$ cat src/hw/rtl/cbs_pkg.sv
// Shared types and constants for the chunk residence budget selector.
// No dependencies; imported by every module of the block.
package cbs_pkg;

   localparam int DIST_W = 32;
   localparam int CNT_W  = 7;
   localparam int MASK_W = 64;
   localparam int QUO_W  = 16;
   localparam int DEN_W  = 8;

   localparam logic [7:0]       DEFAULT_CHUNK = 8'd16;
   localparam logic [CNT_W-1:0] MIN_BUDGET    = 7'd1;

   localparam logic [2:0] CSR_MAP_WIDTH  = 3'd0;
   localparam logic [2:0] CSR_MAP_HEIGHT = 3'd1;
   localparam logic [2:0] CSR_CHUNK_SIZE = 3'd2;
   localparam logic [2:0] CSR_BUDGET     = 3'd3;

   typedef struct packed {
      logic [DIST_W-1:0] dsq;
      logic              live;
   } cbs_cell_type;

endpackage

$ cat src/hw/rtl/cbs_div.sv
// Restoring unsigned divider, one quotient bit per cycle.
// Depends on cbs_pkg for the operand widths.
module cbs_div (
   input  logic                      clock,
   input  logic                      reset,
   input  logic                      start,
   input  logic [cbs_pkg::QUO_W-1:0] dividend,
   input  logic [cbs_pkg::DEN_W-1:0] divisor,
   output logic                      done,
   output logic [cbs_pkg::QUO_W-1:0] quotient
);
   import cbs_pkg::*;

   localparam int CW = $clog2(QUO_W);
   localparam logic [CW-1:0] LAST_STEP = CW'(QUO_W - 1);

   logic             run_ff,  run_in;
   logic [CW-1:0]    cnt_ff,  cnt_in;
   logic [DEN_W-1:0] rem_ff,  rem_in;
   logic [QUO_W-1:0] quo_ff,  quo_in;
   logic [DEN_W-1:0] den_ff,  den_in;
   logic [DEN_W:0]   trial;
   logic             ge;

   always_comb begin
      trial    = {rem_ff, quo_ff[QUO_W-1]};
      ge       = trial >= {1'b0, den_ff};
      quotient = {quo_ff[QUO_W-2:0], ge};
      done     = run_ff && (cnt_ff == LAST_STEP);
      run_in   = run_ff;
      cnt_in   = cnt_ff;
      rem_in   = rem_ff;
      quo_in   = quo_ff;
      den_in   = den_ff;
      if (start) begin
         run_in = 1'b1;
         cnt_in = '0;
         rem_in = '0;
         quo_in = dividend;
         den_in = divisor;
      end else if (run_ff) begin
         rem_in = ge ? DEN_W'(trial - {1'b0, den_ff}) : trial[DEN_W-1:0];
         quo_in = quotient;
         cnt_in = cnt_ff + 1'b1;
         if (done) begin
            run_in = 1'b0;
         end
      end
   end

   always_ff @(posedge clock) begin
      if (reset) begin
         run_ff <= 1'b0;
         cnt_ff <= '0;
      end else begin
         run_ff <= run_in;
         cnt_ff <= cnt_in;
      end
   end

   always_ff @(posedge clock) begin
      rem_ff <= rem_in;
      quo_ff <= quo_in;
      den_ff <= den_in;
   end

endmodule

$ cat src/hw/rtl/cbs_cell.sv
// One cell of the chunk ring: holds the squared distance and residence of one chunk.
// Depends on cbs_pkg for the cell type.
module cbs_cell (
   input  logic                  clock,
   input  logic                  shift_en,
   input  cbs_pkg::cbs_cell_type load_data,
   output cbs_pkg::cbs_cell_type held_data
);
   import cbs_pkg::*;

   cbs_cell_type data_ff, data_in;

   always_comb begin
      data_in = data_ff;
      if (shift_en) begin
         data_in = load_data;
      end
   end

   always_ff @(posedge clock) begin
      data_ff <= data_in;
   end

   assign held_data = data_ff;

endmodule

$ cat src/hw/rtl/chunk_residence_budget_select.sv
// Chunk residence selector with budget: top level with sequencer, distance pipe and cell ring.
// Depends on cbs_pkg, cbs_div and cbs_cell.
//
// One request is worked on at a time; busy is high from start until the result strobe.
// A request runs four divisions on the shared divider, one ring fill, then one full ring
// rotation per chunk dropped by the budget plus a final one.
// The result is shown for exactly one cycle with rsp_valid; the receiver cannot stall it.
module chunk_residence_budget_select #(
   parameter int MAX_CHUNKS = 64
) (
   input  logic                       clock,
   input  logic                       reset,
   input  logic                       start,
   output logic                       busy,
   input  logic signed [15:0]         req_focus_x,
   input  logic signed [15:0]         req_focus_y,
   input  logic [7:0]                 req_radius,
   output logic                       rsp_valid,
   output logic [cbs_pkg::MASK_W-1:0] rsp_resident_mask,
   output logic [cbs_pkg::CNT_W-1:0]  rsp_resident_total,
   output logic                       rsp_grid_overflow,
   input  logic                       csr_wr_en,
   input  logic [2:0]                 csr_index,
   input  logic [11:0]                csr_wdata
);
   import cbs_pkg::*;

   localparam int IW = (MAX_CHUNKS > 1) ? $clog2(MAX_CHUNKS) : 1;
   localparam int NW = $clog2(MAX_CHUNKS + 1);
   localparam logic [IW-1:0] LAST_IDX  = IW'(MAX_CHUNKS - 1);
   localparam logic [NW-1:0] ISSUE_END = NW'(MAX_CHUNKS);

   typedef enum logic [4:0] {
      ST_IDLE  = 5'b00001,
      ST_DIV   = 5'b00010,
      ST_LOAD  = 5'b00100,
      ST_PRUNE = 5'b01000,
      ST_EMIT  = 5'b10000
   } state_type;

   state_type state_ff, state_in;

   logic [11:0]      map_w_ff,   map_w_in;
   logic [11:0]      map_h_ff,   map_h_in;
   logic [7:0]       chunk_ff,   chunk_in;
   logic [CNT_W-1:0] budget_ff,  budget_in;

   logic [1:0]       div_sel_ff, div_sel_in;
   logic             div_run_ff, div_run_in;
   logic [NW-1:0]    iss_ff,     iss_in;
   logic             p0_vld_ff,  p0_vld_in;
   logic             p1_vld_ff,  p1_vld_in;
   logic [IW-1:0]    ld_cnt_ff,  ld_cnt_in;
   logic [IW-1:0]    pos_ff,     pos_in;
   logic             pend_vld_ff, pend_vld_in;
   logic             fnd_ff,     fnd_in;
   logic [CNT_W-1:0] count_ff,   count_in;
   logic             rsp_valid_ff, rsp_valid_in;

   logic signed [15:0] fx_ff,    fx_in;
   logic signed [15:0] fy_ff,    fy_in;
   logic [15:0]        r2_ff,    r2_in;
   logic [11:0]        cols_ff,  cols_in;
   logic [11:0]        rows_ff,  rows_in;
   logic signed [16:0] qfx_ff,   qfx_in;
   logic signed [16:0] qfy_ff,   qfy_in;
   logic [11:0]        cx_ff,    cx_in;
   logic [11:0]        cy_ff,    cy_in;
   logic               p0_in_ff, p0_in_in;
   logic [15:0]        adx_ff,   adx_in;
   logic [15:0]        ady_ff,   ady_in;
   logic               p1_in_ff, p1_in_in;
   logic [DIST_W-1:0]  sqx_ff,   sqx_in;
   logic [DIST_W-1:0]  sqy_ff,   sqy_in;
   logic               ovf_ff,   ovf_in;
   logic [DIST_W-1:0]  best_ff,  best_in;
   logic [IW-1:0]      bidx_ff,  bidx_in;
   logic [IW-1:0]      pidx_ff,  pidx_in;
   logic [MASK_W-1:0]  mask_ff,  mask_in;
   logic [CNT_W-1:0]   total_ff, total_in;
   logic               flag_ff,  flag_in;

   logic [7:0]         side;
   logic [CNT_W-1:0]   lim;
   logic               div_go;
   logic               div_done;
   logic [QUO_W-1:0]   div_num;
   logic [QUO_W-1:0]   div_quo;
   logic [15:0]        abs_fx;
   logic [15:0]        abs_fy;
   logic signed [17:0] dx;
   logic signed [17:0] dy;
   logic               in_grid;
   logic [DIST_W-1:0]  dist_sum;
   cbs_cell_type       fresh;
   cbs_cell_type       head;
   cbs_cell_type       tail_in;
   logic               is_pend;
   logic               head_live;
   logic               take;
   logic               shift_en;
   logic [MASK_W-1:0]  ring_mask;
   cbs_cell_type       cq [MAX_CHUNKS];

   cbs_div u_div (
      .clock    (clock),
      .reset    (reset),
      .start    (div_go),
      .dividend (div_num),
      .divisor  (side),
      .done     (div_done),
      .quotient (div_quo)
   );

   for (genvar k = 0; k < MAX_CHUNKS; k++) begin : g_ring
      if (k == MAX_CHUNKS - 1) begin : g_tail
         cbs_cell u_cell (
            .clock     (clock),
            .shift_en  (shift_en),
            .load_data (tail_in),
            .held_data (cq[k])
         );
      end else begin : g_body
         cbs_cell u_cell (
            .clock     (clock),
            .shift_en  (shift_en),
            .load_data (cq[k+1]),
            .held_data (cq[k])
         );
      end
   end

   for (genvar b = 0; b < MASK_W; b++) begin : g_mask
      if (b < MAX_CHUNKS) begin : g_live
         assign ring_mask[b] = cq[b].live;
      end else begin : g_none
         assign ring_mask[b] = 1'b0;
      end
   end

   always_comb begin
      side     = (chunk_ff == 8'd0) ? DEFAULT_CHUNK : chunk_ff;
      lim      = (budget_ff == '0) ? MIN_BUDGET : budget_ff;
      abs_fx   = fx_ff[15] ? 16'(-fx_ff) : 16'(fx_ff);
      abs_fy   = fy_ff[15] ? 16'(-fy_ff) : 16'(fy_ff);
      div_go   = (state_ff == ST_DIV) && !div_run_ff;
      unique case (div_sel_ff)
         2'd0:    div_num = 16'(map_w_ff) + 16'(side) - 16'd1;
         2'd1:    div_num = 16'(map_h_ff) + 16'(side) - 16'd1;
         2'd2:    div_num = abs_fx;
         default: div_num = abs_fy;
      endcase

      in_grid  = (cy_ff < rows_ff) && (cols_ff != 12'd0);
      dx       = $signed({6'b0, cx_ff}) - $signed({qfx_ff[16], qfx_ff});
      dy       = $signed({6'b0, cy_ff}) - $signed({qfy_ff[16], qfy_ff});
      dist_sum = sqx_ff + sqy_ff;
      fresh.dsq  = dist_sum;
      fresh.live = p1_in_ff && (dist_sum <= DIST_W'(r2_ff));

      head      = cq[0];
      is_pend   = pend_vld_ff && (pos_ff == pidx_ff);
      head_live = head.live && !is_pend;
      take      = head_live && (!fnd_ff || (head.dsq > best_ff));
      tail_in   = (state_ff == ST_LOAD) ? fresh
                                        : cbs_cell_type'{dsq: head.dsq, live: head_live};
      shift_en  = ((state_ff == ST_LOAD) && p1_vld_ff) || (state_ff == ST_PRUNE);
   end

   always_comb begin
      state_in     = state_ff;
      map_w_in     = map_w_ff;
      map_h_in     = map_h_ff;
      chunk_in     = chunk_ff;
      budget_in    = budget_ff;
      div_sel_in   = div_sel_ff;
      div_run_in   = div_run_ff;
      iss_in       = iss_ff;
      p0_vld_in    = 1'b0;
      p1_vld_in    = 1'b0;
      ld_cnt_in    = ld_cnt_ff;
      pos_in       = pos_ff;
      pend_vld_in  = pend_vld_ff;
      fnd_in       = fnd_ff;
      count_in     = count_ff;
      rsp_valid_in = 1'b0;
      fx_in        = fx_ff;
      fy_in        = fy_ff;
      r2_in        = r2_ff;
      cols_in      = cols_ff;
      rows_in      = rows_ff;
      qfx_in       = qfx_ff;
      qfy_in       = qfy_ff;
      cx_in        = cx_ff;
      cy_in        = cy_ff;
      p0_in_in     = in_grid;
      adx_in       = dx[17] ? 16'(-dx) : 16'(dx);
      ady_in       = dy[17] ? 16'(-dy) : 16'(dy);
      p1_in_in     = p0_in_ff;
      sqx_in       = DIST_W'(adx_ff * adx_ff);
      sqy_in       = DIST_W'(ady_ff * ady_ff);
      ovf_in       = ovf_ff;
      best_in      = best_ff;
      bidx_in      = bidx_ff;
      pidx_in      = pidx_ff;
      mask_in      = mask_ff;
      total_in     = total_ff;
      flag_in      = flag_ff;

      if (csr_wr_en) begin
         unique case (csr_index)
            CSR_MAP_WIDTH:  map_w_in  = csr_wdata;
            CSR_MAP_HEIGHT: map_h_in  = csr_wdata;
            CSR_CHUNK_SIZE: chunk_in  = csr_wdata[7:0];
            CSR_BUDGET:     budget_in = csr_wdata[CNT_W-1:0];
            default: ;
         endcase
      end

      unique case (state_ff)
         ST_IDLE: begin
            if (start) begin
               fx_in      = req_focus_x;
               fy_in      = req_focus_y;
               r2_in      = 16'(req_radius) * 16'(req_radius);
               div_sel_in = 2'd0;
               div_run_in = 1'b0;
               state_in   = ST_DIV;
            end
         end
         ST_DIV: begin
            if (div_go) begin
               div_run_in = 1'b1;
            end
            if (div_done) begin
               div_run_in = 1'b0;
               div_sel_in = div_sel_ff + 2'd1;
               unique case (div_sel_ff)
                  2'd0:    cols_in = div_quo[11:0];
                  2'd1:    rows_in = div_quo[11:0];
                  2'd2:    qfx_in  = fx_ff[15] ? -$signed({1'b0, div_quo})
                                               : $signed({1'b0, div_quo});
                  default: qfy_in  = fy_ff[15] ? -$signed({1'b0, div_quo})
                                               : $signed({1'b0, div_quo});
               endcase
               if (div_sel_ff == 2'd3) begin
                  iss_in    = '0;
                  cx_in     = '0;
                  cy_in     = '0;
                  ld_cnt_in = '0;
                  count_in  = '0;
                  state_in  = ST_LOAD;
               end
            end
         end
         ST_LOAD: begin
            p1_vld_in = p0_vld_ff;
            if (iss_ff != ISSUE_END) begin
               p0_vld_in = 1'b1;
               iss_in    = iss_ff + 1'b1;
               if (cx_ff + 12'd1 == cols_ff) begin
                  cx_in = '0;
                  cy_in = cy_ff + 12'd1;
               end else begin
                  cx_in = cx_ff + 12'd1;
               end
            end else begin
               ovf_in = in_grid;
            end
            if (p1_vld_ff) begin
               ld_cnt_in = ld_cnt_ff + 1'b1;
               count_in  = count_ff + CNT_W'(fresh.live);
               if (ld_cnt_ff == LAST_IDX) begin
                  pos_in      = '0;
                  fnd_in      = 1'b0;
                  pend_vld_in = 1'b0;
                  state_in    = ST_PRUNE;
               end
            end
         end
         ST_PRUNE: begin
            if (take) begin
               best_in = head.dsq;
               bidx_in = pos_ff;
               fnd_in  = 1'b1;
            end
            pos_in = pos_ff + 1'b1;
            if (pos_ff == LAST_IDX) begin
               pos_in = '0;
               fnd_in = 1'b0;
               if (count_ff > lim) begin
                  pidx_in     = take ? pos_ff : bidx_ff;
                  pend_vld_in = 1'b1;
                  count_in    = count_ff - 1'b1;
               end else begin
                  pend_vld_in = 1'b0;
                  state_in    = ST_EMIT;
               end
            end
         end
         ST_EMIT: begin
            mask_in      = ring_mask;
            total_in     = count_ff;
            flag_in      = ovf_ff;
            rsp_valid_in = 1'b1;
            state_in     = ST_IDLE;
         end
         default: state_in = ST_IDLE;
      endcase
   end

   always_ff @(posedge clock) begin
      if (reset) begin
         state_ff     <= ST_IDLE;
         map_w_ff     <= '0;
         map_h_ff     <= '0;
         chunk_ff     <= DEFAULT_CHUNK;
         budget_ff    <= MIN_BUDGET;
         div_sel_ff   <= '0;
         div_run_ff   <= 1'b0;
         iss_ff       <= '0;
         p0_vld_ff    <= 1'b0;
         p1_vld_ff    <= 1'b0;
         ld_cnt_ff    <= '0;
         pos_ff       <= '0;
         pend_vld_ff  <= 1'b0;
         fnd_ff       <= 1'b0;
         count_ff     <= '0;
         rsp_valid_ff <= 1'b0;
      end else begin
         state_ff     <= state_in;
         map_w_ff     <= map_w_in;
         map_h_ff     <= map_h_in;
         chunk_ff     <= chunk_in;
         budget_ff    <= budget_in;
         div_sel_ff   <= div_sel_in;
         div_run_ff   <= div_run_in;
         iss_ff       <= iss_in;
         p0_vld_ff    <= p0_vld_in;
         p1_vld_ff    <= p1_vld_in;
         ld_cnt_ff    <= ld_cnt_in;
         pos_ff       <= pos_in;
         pend_vld_ff  <= pend_vld_in;
         fnd_ff       <= fnd_in;
         count_ff     <= count_in;
         rsp_valid_ff <= rsp_valid_in;
      end
   end

   always_ff @(posedge clock) begin
      fx_ff    <= fx_in;
      fy_ff    <= fy_in;
      r2_ff    <= r2_in;
      cols_ff  <= cols_in;
      rows_ff  <= rows_in;
      qfx_ff   <= qfx_in;
      qfy_ff   <= qfy_in;
      cx_ff    <= cx_in;
      cy_ff    <= cy_in;
      p0_in_ff <= p0_in_in;
      adx_ff   <= adx_in;
      ady_ff   <= ady_in;
      p1_in_ff <= p1_in_in;
      sqx_ff   <= sqx_in;
      sqy_ff   <= sqy_in;
      ovf_ff   <= ovf_in;
      best_ff  <= best_in;
      bidx_ff  <= bidx_in;
      pidx_ff  <= pidx_in;
      mask_ff  <= mask_in;
      total_ff <= total_in;
      flag_ff  <= flag_in;
   end

   assign busy               = (state_ff != ST_IDLE);
   assign rsp_valid          = rsp_valid_ff;
   assign rsp_resident_mask  = mask_ff;
   assign rsp_resident_total = total_ff;
   assign rsp_grid_overflow  = flag_ff;

endmodule
$ cat config.mk
export PLATFORM = sky130hd
export DESIGN_NAME = chunk_residence_budget_select
export DESIGN_NICKNAME = d
export VERILOG_FILES = /design/src/hw/rtl/cbs_pkg.sv /design/src/hw/rtl/cbs_div.sv /design/src/hw/rtl/cbs_cell.sv /design/src/hw/rtl/chunk_residence_budget_select.sv
export SDC_FILE = /design/constraint.sdc
export NUM_CORES = 2
export LEC_CHECK = 0
export ABC_AREA = 1
export BUFFER_PORTS_ARGS = -buffer_cell sky130_fd_sc_hd__buf_2
export CORE_MARGIN = 5
export CORE_UTILIZATION = 57
export DETAILED_ROUTE_END_ITERATION = 6
export PLACE_DENSITY = 0.75
export RECOVER_POWER = 25
export SLEW_MARGIN = 20
export SYNTH_ARGS = -nofsm -noshare
export SYNTH_HDL_FRONTEND = slang
export SYNTH_SLANG_ARGS = --single-unit
export TNS_END_PERCENT = 100
$ cat constraint.sdc
create_clock -name clock -period 85.2 [get_ports clock]
set_clock_uncertainty 0.2 [all_clocks]
set_input_delay 4.26 -clock clock [delete_from_list [all_inputs] [get_ports clock]]
set_output_delay 4.26 -clock clock [all_outputs]
set_load 0.02 [all_outputs]
==> results.yml <==
die:
  top_level_ports: 133
  die_x_um: 437.7
  placementRows: 157
  die_y_um: 437.7
  coreArea_sq_um: 182500
  fp.dieArea_sq_um: 191500
  initial_utilization: 0.5712
sta:
  final.setup.worst_slack_ns: 77.40
  final-setup-viol-count: 0
  setup_tns_ns: 0
  period_needed_ns: 7.796
  fin_crit_sh: 0.09150
  slew_headroom: 0.2089
  hold_viol: 0
  finalMaxSlewViolations: 0
  rsz0062_at_grt: "no"
  worst_pin_slew_ns: 1.187
  max_freq_ghz: 0.1283
clock_network:
  clkLatencyLatePin_ns: 0.88
  cts_setup_buffers: 0
  cts_tree: "done"
  clock-sinks: 2569
  ctsHoldBuffers: 0
  post_cts_resized: 0
  clockBufferDepth: 3
  clockRootBuffer: "clkbuf_16"
  h-tree-depth: 4
  path_clk_slew_ns: 0.06
  numCtsBuffers: 235
worst_hold_path:
  hold_path_depth: 0
  hold_class: "flop to flop"
cells_and_area:
  antennaDiodeCount: 0
  layout_commonest_cell: "edfxtp_1"
  fin_nets: 8117
  num-fill-cells: 12720
  fin_cells: 9866
  register_area_sq_um: 75270
  final_cell_mix: "2382 x edfxtp_1, 1127 x inv_1, 959 x nand2_1, 417 x ha_1, 360 x fa_1"
  drive_gt1_frac: 0.07873
  postLayoutCellArea_sq_um: 115700
  multiInputGateArea_sq_um: 24230
  area_growth_pct: 10.97
synthesis:
  synth.distinct_cells: 67
  ys.warnings.count: 0
  synth-edff-count: 2382
  async_flop_share: 0
  syn_nets: 7836
  netlist_area_sq_um: 104200
  ys_seq_area_frac: 0.7221
  syn_avg_cell_area_sq_um: 14.89
  syn_inst: 7000
  synth_seq_cells: 2569
  ys.flop_type: "edfxtp_1"
global_route:
  grt_pass1_wl_um: 293200
  grt_pass1_vias: 53270
  grt-ovfl-total: 0
  antenna_found_initial: 1
  track_usage: 0.1947
  grt_max_degree: 222
job:
  cap_violations: 0
setup_path:
  start_kind: "input port"
  arrival_ns: 8.14
  path_cells: "buf_2 > nand2_1 > inv_1 > fa_1 > inv_1 > fa_1 > fa_1 > fa_1 > inv_1 > ha_1 > inv_1 > o21bai_1 > a31oi_1 > o21ai_0 > a21oi_1 > nor2_1 > nor2_1 > xor2_1"
  crit_fanout: 11
  cp-end-kind: "flop"
  crit_type: "input port to flop"
  slowest_stage: "fa_1"
  crit_required_ns: 85.55
  critPathMaxStageDelay_ns: 0.53
  reg2reg_depth: 12
detailed_routing:
  drtIter0Drc: 4323
  dr_total_vias: 51800
  drt_pass1_iterations: 5
  vias_per_cell: 5.251
  routed_wl_um: 184900
  drc: 0
  drtAntennaViolNets: 0
  drt-wirelength-per-cell_um: 18.74
placement:
  port_buffers: 132
  dp_hpwl_um: 113400
  dp.cells: 9429
  post_dp_cell_area_sq_um: 107700
  pre_cts_ws_ns: 76.61
  gp_congestion: 0.8858
status:
  outcome: "completed"
Yosys cell counts (119+ instances only):
master    count  share of area
nand2_1     959          0.035
xor2_1      134          0.011
nand3_1     157         0.0075
a21oi_1     279          0.013
clkbuf_1    119         0.0043
o21ai_0     194         0.0093
nor2_1      274         0.0099
inv_1      1128          0.041
dfxtp_1     187          0.036
fa_1        360          0.069
edfxtp_1   2382           0.69
ha_1        417          0.050
worst max-delay path, delay by kind of cell:
family	cells	cell delay [ns]
AOI/OAI and AO/OA	4	0.83
xor gates and xnor gates	1	0.14
adders and majority gates	5	2.23
buffers and inverters	5	0.40
and+or+nand+nor	3	0.29
flip-flops by register name, indices dropped and copies added (netlist names), 15 cells and up:
| signal | cells |
|---|---|
| sqy_ff | 31 |
| best_ff | 32 |
| adx_ff | 16 |
| g_ring.g_body.u_cell.held_data | 2079 |
| sqx_ff | 31 |
| qfy_ff | 17 |
| r2_ff | 15 |
| fx_ff | 16 |
| u_div.quo_ff | 16 |
| qfx_ff | 17 |
| ady_ff | 16 |
| rsp_resident_mask | 64 |
| fy_ff | 16 |
| g_ring.g_tail.u_cell.held_data | 33 |
metal layers:
metal | share of wire | vias to the layer above | routed length [um] | track usage
li1 | - | 24550 | - | -
met1 | 0.43 | 25630 | 79370 | 0.2655
met2 | 0.49 | 1307 | 91130 | 0.3257
met3 | 0.051 | 311 | 9374 | 0.03476
met4 | 0.027 | 0 | 5032 | 0.05767
met5 | 0 | - | 0 | 0
path summary, 6_finish.rpt:
| check | from | to | slack, ns |
|---|---|---|---|
| max | req_radius[5] | r2_ff[15] | 77.40 |
| min | p0_in_ff | p1_in_ff | 0.13 |
| max reg2reg | state_ff[0] | g_ring[50].g_body.u_cell.held_data[27] | 77.56 |
| min reg2reg | p0_in_ff | p1_in_ff | 0.13 |
cells by family after synthesis:
| logic type | after synthesis | share of synthesized area |
|---|---|---|
| flops | 2569 | 0.7221 |
| xor+xnor | 185 | 0.01569 |
| buf+inv | 1266 | 0.04571 |
| mux | 2 | 0.0002160 |
| fa+ha+maj | 777 | 0.1192 |
| simple gates | 1576 | 0.06364 |
| compound gates | 625 | 0.03349 |
area by class of cell:
type                       count  area share
clock inverter               146     0.01515
multi-input combinational   3165      0.2094
sequential                  2569      0.6507
tap                         2385     0.02580
clock buffer                 291     0.05336
timing repair buffer         170    0.008534
inverter                    1140     0.03703
per-stage QoR:
| step | utilization | hold WS [ns] |
|---|---|---|
| after global placement | 0.5904 | 0.1154 |
| after detailed placement | 0.5904 | 0.1168 |
| after global routing | 0.6339 | 0.1326 |
| after floorplan | - | 0.1096 |
| after CTS | 0.6338 | 0.1297 |
| final | 0.6339 | 0.1286 |
Power is left out: the tool's default activity adds up to more than one toggle a clock period on the data nets, which glitch-free logic cannot reach.
